[src/rtl/iasmd_pkg.sv]
// Shared types and constants for the integer add/sub/mul/div unit.
package iasmd_pkg;

    localparam int DATA_WIDTH_DEF = 32;

    typedef enum logic [1:0] {
        FUNC_ADD = 2'd0,
        FUNC_SUB = 2'd1,
        FUNC_MUL = 2'd2,
        FUNC_DIV = 2'd3
    } func_t;

    // controller -> datapath
    typedef struct packed {
        logic load;    // capture a new request
        logic step;    // one multiply or divide bit step
        logic finish;  // write the output register
    } cmd_t;

    // datapath -> controller
    typedef struct packed {
        logic iterative;  // captured request is a multiply or divide
    } status_t;

endpackage

[src/rtl/int32_add_sub_mul_div_unit.sv]
// Top level of the signed integer add/sub/mul/div unit.
//
//  channel  signals                              direction
//  in       in_valid, in_ready, func,            request in
//           operand_a, operand_b
//  out      out_valid, out_ready, result         result out
//
// Add and subtract: the sum or difference is formed at accept and goes to the output
// register once that register is free. Multiply (shift-add) and divide (restoring)
// first step through the operand bits, one bit a cycle through
// the shared accumulator of the datapath.
// One request in flight; the next is taken once the result is in the output
// register, which holds it while out_ready is low.
// Reset clears the controller only; no clearing pass.
module int32_add_sub_mul_div_unit
    import iasmd_pkg::*;
#(
    parameter int DATA_WIDTH = DATA_WIDTH_DEF
)
(
    input  logic                         clk,
    input  logic                         rst_n,
    input  logic                         in_valid,
    output logic                         in_ready,
    input  logic [1:0]                   func,
    input  logic signed [DATA_WIDTH-1:0] operand_a,
    input  logic signed [DATA_WIDTH-1:0] operand_b,
    output logic                         out_valid,
    input  logic                         out_ready,
    output logic signed [DATA_WIDTH-1:0] result
);

    cmd_t    cmd;
    status_t status;

    iasmd_ctrl #(
        .DATA_WIDTH(DATA_WIDTH)
    ) u_ctrl (
        .clk       (clk),
        .rst_n     (rst_n),
        .in_valid  (in_valid),
        .in_ready  (in_ready),
        .out_valid (out_valid),
        .out_ready (out_ready),
        .status    (status),
        .cmd       (cmd)
    );

    iasmd_dp #(
        .DATA_WIDTH(DATA_WIDTH)
    ) u_dp (
        .clk       (clk),
        .cmd       (cmd),
        .status    (status),
        .func      (func),
        .operand_a (operand_a),
        .operand_b (operand_b),
        .result    (result)
    );

endmodule

[src/rtl/iasmd_dp.sv]
// Datapath: operand registers, shift-add multiplier, restoring divider, output register.
module iasmd_dp
    import iasmd_pkg::*;
#(
    parameter int DATA_WIDTH = DATA_WIDTH_DEF
)
(
    input  logic                         clk,
    input  cmd_t                         cmd,
    output status_t                      status,
    input  logic [1:0]                   func,
    input  logic signed [DATA_WIDTH-1:0] operand_a,
    input  logic signed [DATA_WIDTH-1:0] operand_b,
    output logic signed [DATA_WIDTH-1:0] result
);

    func_t                 func_reg;
    logic [DATA_WIDTH-1:0] a_reg;    // multiplicand, or dividend shifting out / quotient in
    logic [DATA_WIDTH-1:0] b_reg;    // multiplier, or divisor magnitude
    logic [DATA_WIDTH-1:0] acc_reg;  // product, remainder, or sum/difference
    logic                  neg_reg;
    logic                  zero_reg;
    logic [DATA_WIDTH-1:0] result_reg;

    logic [DATA_WIDTH-1:0] ua;
    logic [DATA_WIDTH-1:0] ub;
    logic [DATA_WIDTH-1:0] mag_a;
    logic [DATA_WIDTH-1:0] mag_b;
    logic [DATA_WIDTH:0]   trial;
    logic [DATA_WIDTH:0]   diff;
    logic                  fits;
    logic [DATA_WIDTH-1:0] quot;

    always_comb
    begin
        ua    = $unsigned(operand_a);
        ub    = $unsigned(operand_b);
        mag_a = ua[DATA_WIDTH-1] ? (~ua + 1'b1) : ua;
        mag_b = ub[DATA_WIDTH-1] ? (~ub + 1'b1) : ub;
        trial = {acc_reg, a_reg[DATA_WIDTH-1]};
        diff  = trial - {1'b0, b_reg};
        fits  = (trial >= {1'b0, b_reg});
        if (zero_reg)
        begin
            quot = '0;
        end
        else if (neg_reg)
        begin
            quot = ~a_reg + 1'b1;
        end
        else
        begin
            quot = a_reg;
        end
    end

    always_ff @(posedge clk)
    begin
        if (cmd.load)
        begin
            func_reg <= func_t'(func);
            neg_reg  <= ua[DATA_WIDTH-1] ^ ub[DATA_WIDTH-1];
            zero_reg <= (ua == '0) || (ub == '0);
            unique case (func_t'(func))
                FUNC_ADD:
                begin
                    a_reg   <= ua;
                    b_reg   <= ub;
                    acc_reg <= ua + ub;
                end
                FUNC_SUB:
                begin
                    a_reg   <= ua;
                    b_reg   <= ub;
                    acc_reg <= ua - ub;
                end
                FUNC_MUL:
                begin
                    a_reg   <= ua;
                    b_reg   <= ub;
                    acc_reg <= '0;
                end
                FUNC_DIV:
                begin
                    a_reg   <= mag_a;
                    b_reg   <= mag_b;
                    acc_reg <= '0;
                end
                default:
                begin
                    a_reg   <= ua;
                    b_reg   <= ub;
                    acc_reg <= '0;
                end
            endcase
        end
        else if (cmd.step)
        begin
            if (func_reg == FUNC_DIV)
            begin
                if (fits)
                begin
                    acc_reg <= diff[DATA_WIDTH-1:0];
                    a_reg   <= {a_reg[DATA_WIDTH-2:0], 1'b1};
                end
                else
                begin
                    acc_reg <= trial[DATA_WIDTH-1:0];
                    a_reg   <= {a_reg[DATA_WIDTH-2:0], 1'b0};
                end
            end
            else
            begin
                if (b_reg[0])
                begin
                    acc_reg <= acc_reg + a_reg;
                end
                a_reg <= {a_reg[DATA_WIDTH-2:0], 1'b0};
                b_reg <= {1'b0, b_reg[DATA_WIDTH-1:1]};
            end
        end

        if (cmd.finish)
        begin
            result_reg <= (func_reg == FUNC_DIV) ? quot : acc_reg;
        end
    end

    assign status.iterative = (func_reg == FUNC_MUL) || (func_reg == FUNC_DIV);
    assign result           = $signed(result_reg);

endmodule

[src/rtl/iasmd_ctrl.sv]
// Controller: request sequencing, bit-step counter and output valid.
module iasmd_ctrl
    import iasmd_pkg::*;
#(
    parameter int DATA_WIDTH = DATA_WIDTH_DEF
)
(
    input  logic    clk,
    input  logic    rst_n,
    input  logic    in_valid,
    output logic    in_ready,
    output logic    out_valid,
    input  logic    out_ready,
    input  status_t status,
    output cmd_t    cmd
);

    localparam int CW = $clog2(DATA_WIDTH + 1);

    typedef enum logic {
        ST_IDLE,
        ST_RUN
    } state_t;

    state_t        state_reg;
    logic [CW-1:0] cnt_reg;
    logic          out_valid_reg;
    logic          steps_done;
    logic          out_free;

    assign steps_done = !status.iterative || (cnt_reg == CW'(DATA_WIDTH));
    assign out_free   = !out_valid_reg || out_ready;
    assign in_ready   = (state_reg == ST_IDLE);
    assign out_valid  = out_valid_reg;

    always_comb
    begin
        cmd.load   = (state_reg == ST_IDLE) && in_valid;
        cmd.step   = (state_reg == ST_RUN) && !steps_done;
        cmd.finish = (state_reg == ST_RUN) && steps_done && out_free;
    end

    always_ff @(posedge clk or negedge rst_n)
    begin
        if (!rst_n)
        begin
            state_reg     <= ST_IDLE;
            cnt_reg       <= '0;
            out_valid_reg <= 1'b0;
        end
        else
        begin
            unique case (state_reg)
                ST_IDLE:
                begin
                    if (in_valid)
                    begin
                        state_reg <= ST_RUN;
                        cnt_reg   <= '0;
                    end
                end
                ST_RUN:
                begin
                    if (cmd.step)
                    begin
                        cnt_reg <= cnt_reg + 1'b1;
                    end
                    else if (cmd.finish)
                    begin
                        state_reg <= ST_IDLE;
                    end
                end
                default:
                begin
                    state_reg <= ST_IDLE;
                end
            endcase

            if (cmd.finish)
            begin
                out_valid_reg <= 1'b1;
            end
            else if (out_ready)
            begin
                out_valid_reg <= 1'b0;
            end
        end
    end

`ifndef ASSERT_OFF
    // a waiting result is never overwritten
    a_no_overwrite: assert property (@(posedge clk) disable iff (!rst_n)
        cmd.finish |-> (!out_valid_reg || out_ready))
        else $error("result overwritten before taken");

    // no more bit steps than result bits
    a_step_bound: assert property (@(posedge clk) disable iff (!rst_n)
        cmd.step |-> (cnt_reg < CW'(DATA_WIDTH)))
        else $error("step count overrun");

    // every request starts its step count from zero
    a_load_start: assert property (@(posedge clk) disable iff (!rst_n)
        cmd.load |=> (state_reg == ST_RUN) && (cnt_reg == '0))
        else $error("request did not start cleanly");

    // no new request while a step is in progress
    a_busy: assert property (@(posedge clk) disable iff (!rst_n)
        in_ready |-> !cmd.step && !cmd.finish)
        else $error("accepting while busy");
`endif

endmodule

[config.mk]
export PLATFORM = sky130hd
export DESIGN_NAME = int32_add_sub_mul_div_unit
export DESIGN_NICKNAME = d
export VERILOG_FILES = /design/src/rtl/iasmd_pkg.sv /design/src/rtl/int32_add_sub_mul_div_unit.sv /design/src/rtl/iasmd_dp.sv /design/src/rtl/iasmd_ctrl.sv
export SDC_FILE = /design/constraint.sdc
export NUM_CORES = 1
export LEC_CHECK = 0
export ABC_AREA = 0
export BUFFER_PORTS_ARGS = -buffer_cell sky130_fd_sc_hd__buf_2
export CAP_MARGIN = 20
export CORE_ASPECT_RATIO = 1.5
export CORE_MARGIN = 1
export CORE_UTILIZATION = 50
export DETAILED_ROUTE_END_ITERATION = 7
export GPL_ROUTABILITY_DRIVEN = 0
export PLACE_DENSITY = 0.73
export SYNTH_ARGS = -nofsm -noshare
export SYNTH_HDL_FRONTEND = slang
export SYNTH_SLANG_ARGS = --single-unit
export TNS_END_PERCENT = 30
[constraint.sdc]
create_clock -name clk -period 12.05 [get_ports clk]
set_input_delay 2.41 -clock clk [delete_from_list [all_inputs] [get_ports clk]]
set_output_delay 2.41 -clock clk [all_outputs]
set_load 0.02 [all_outputs]
==> run summary <==
Status - finished, violations left
Failing checks - design-rule violations
Worst Hold Endpoint - u_ctrl.cnt_reg[3]$_DFFE_PN0P_
Antenna diodes - 0
Slew HR - 0.292
GRT met3 Usage - 0.0429
Worst R2R End - u_dp.acc_reg[15]$_DFFE_PP_
Die H - 207 um
Initial Util - 0.512
Total negative slack - 0 ns
Final setup fails - 0
Worst-path clk slew - 0.06 ns
GR peak layer - met2
Most frequent cells in the layout - nand2_1 (217), o21ai_0 (181), edfxtp_1 (132), nor2_1 (114), a21oi_1 (109)
# Max-Cap Violations - 0
Asr flop ratio synth - 0.0571
Storage cell area - 4160 um2
CTS H-tree depth - 4
Syn avg cell area - 8.21 um2
Max-slew violation count - 0
Power Density - 315 nW/um2
Unrepaired setup endpoints after global routing - false
Syn Nets - 1,874
CTS root buffer - clkbuf_16
Synth Area in Adders - 0.0938
Met1 Resource Use GR - 0.349
Full die area - 28,600 um2
Buffers on Ports - 103
Non-filler cells, final - 2,117
Yosys warnings - 0
Slew @ Worst Pin - 1.06 ns
Synth Area in XOR/XNOR - 0.119
Area Growth Syn to Fin - 9.70%
Total grt overflow - 0
DR WL/cell - 20.0 um
Core Footprint - 27,300 um2
Compound-Gate Fraction of Synth Area - 0.240
Clock sink total - 140
Post-Route WL - 42.4 mm
P_leak - 6.44 nW
Number of hold buffers added after CTS - 0
# nets final - 1,935
Die width - 138 um
Top_reg_cell synth - edfxtp_1
Crit path time final - 6.98 ns
CP Capture Type - register
Mapped cell area - 14,000 um2
Period utilization - 0.579
CTS tree - done
Via count - 13,300
Synth top area cells - edfxtp_1 (28%), ha_1 (9.0%), xnor2_1 (6.7%), o21ai_0 (6.5%), nand2_1 (5.9%)
Fill count - 2,507
Fraction of layout cells with a size suffix above 1 - 0.103
Multi-input logic area - 9260 um2
Clk_lat worst skew - 0.46 ns
HP Class - reg2reg
Fmax - 143 MHz
GRT Util Overall - 0.296
Largest family of logic cells by synthesized area - compound AO/OA/AOI/OAI gates
Most common cell after layout, fill and taps aside - nand2_1
Crit Reg-Reg Startpoint - u_dp.acc_reg[25]$_DFFE_PP_
Clk buf depth - 2
M2 GR Usage - 0.511
Antenna violations before repair - 0
Hpwl dp - 33.4 mm
Synth top area share - 0.284
Hold wc startpoint - u_ctrl.cnt_reg[3]$_DFFE_PN0P_
Ports - 104
Clock Skew - 0.0127 ns
Vias per Instance - 6.27
Post-synth EDFFs - 132
Distinct cells, synth - 77
Post-synth top area cell - edfxtp_1
Final Hold Vio Count - 0
Row Count - 74
First-pass GRT wire length - 65.4 mm
Cells after synthesis - 1,701
DRC violations left - 22
Worst vdd ir - 0.000169 V
Post-CTS Setup Inserts - 0
Worst endpoint data arrival time - 7.16 ns
Mux contribution to synthesized area - 0.0129
CTS buffer count - 17
CP Max Fanout - 6
Drt first-iter violations - 1,352
Drt pass-1 iters - 7
Largest net degree at the start of global routing - 75
Register-to-register setup slack - 7.47 ns
# resized after CTS - 0
Simple-Gate Fraction of Synth Area - 0.195
Hold Crit Depth - 1
Worst r2r path cells - 10
Antenna Violating Nets Remaining - 0
Yosys reg bits - 140
Worst EP required - 12.23 ns
Sequential area share after synthesis - 0.298
Vias in the first global route - 12,600
Crit start category - primary input
Placed cell count - 2,083
Setup CP Type - in2reg
-- how the worst max path moves through the flow --
stage,cells after the start,slack [ns],end,start
finish,20,5.07,u_dp.acc_reg[31]$_DFFE_PP_,operand_b[1]
detailed placement,20,4.64,u_dp.acc_reg[31]$_DFFE_PP_,operand_b[1]
CTS,20,5.08,u_dp.acc_reg[31]$_DFFE_PP_,operand_b[1]
floorplan,19,5.52,u_dp.acc_reg[31]$_DFFE_PP_,operand_b[1]
global route,20,4.61,u_dp.acc_reg[31]$_DFFE_PP_,operand_b[1]
global placement,20,4.78,u_dp.acc_reg[31]$_DFFE_PP_,operand_b[1]
-- metrics by stage --
step | worst slack [ns] | power (mW) | area [um2] | hold slack, ns | util
finish | 5.07 | 4.83 | 15300 | 0.541 | 0.561
global route | 4.61 | 5.18 | 15300 | 0.571 | 0.561
CTS | 5.08 | 4.75 | 15300 | 0.540 | 0.560
detailed placement | 4.64 | 4.22 | 14700 | 0.532 | 0.540
global placement | 4.78 | 4.16 | 14700 | 0.527 | 0.540
floorplan | 5.52 | 3.46 | 14000 | 0.498 | -
-- power breakdown --
group / switching, mW / total, mW / internal (mW)
Clock: 0.212 / 0.503 / 0.291
Sequential: 0.262 / 1.17 / 0.912
Combinational: 1.88 / 3.15 / 1.27
Total: 2.35 / 4.83 / 2.48
-- cell type report --
class                      instances  area share
sequential                       140       0.272
clock buffer                      22      0.0324
clock inverter                    10     0.00408
tap                              342      0.0279
multi-input combinational       1413       0.604
timing repair buffer             119      0.0423
inverter                          71      0.0174
-- synthesized netlist by cell type (10+ instances only) --
cell type / n
a211oi_1: 20
a21o_1: 47
a21oi_1: 110
a31oi_1: 16
and2_1: 11
and3_1: 26
clkbuf_1: 66
edfxtp_1: 132
ha_1: 100
inv_1: 70
mux2i_1: 18
nand2_1: 218
nand2b_1: 10
nand3_1: 40
nand4_1: 17
nor2_1: 115
nor2b_1: 15
nor3_1: 43
o211ai_1: 20
o21a_1: 21
o21ai_0: 182
o31ai_1: 15
or2_2: 12
or3_1: 18
or4_1: 10
xnor2_1: 107
xor2_1: 83
-- critical path: stages --
cell       delay (ns)
buf_2            0.10
inv_1            0.08
ha_1             0.19
or3b_2           0.50
nor4b_2          0.49
nand2_1          0.21
nor2_1           0.36
and2_1           0.20
nor2_1           0.05
xnor2_1          0.14
ha_1             0.35
a21o_1           0.21
a2111oi_0        0.53
nor2_1           0.14
o41ai_1          0.37
a21oi_1          0.15
a311oi_1         0.35
xnor2_1          0.12
nand2_1          0.08
nand4_1          0.11
-- logic make-up after synthesis --
group                      after synthesis
adders and majority gates              103
xor gates and xnor gates               190
AOI/OAI and AO/OA                      531
and+or+nand+nor                        571
DFF                                    140
buffers and inverters                  148
muxes                                   18
-- layer usage --
metal  wire length (um)  share of wire
met5                  0              0
met4               2340          0.055
met3               3160          0.075
met2              20100           0.47
met1              16800           0.40
Note: power is estimated with default switching activity, not from simulation.
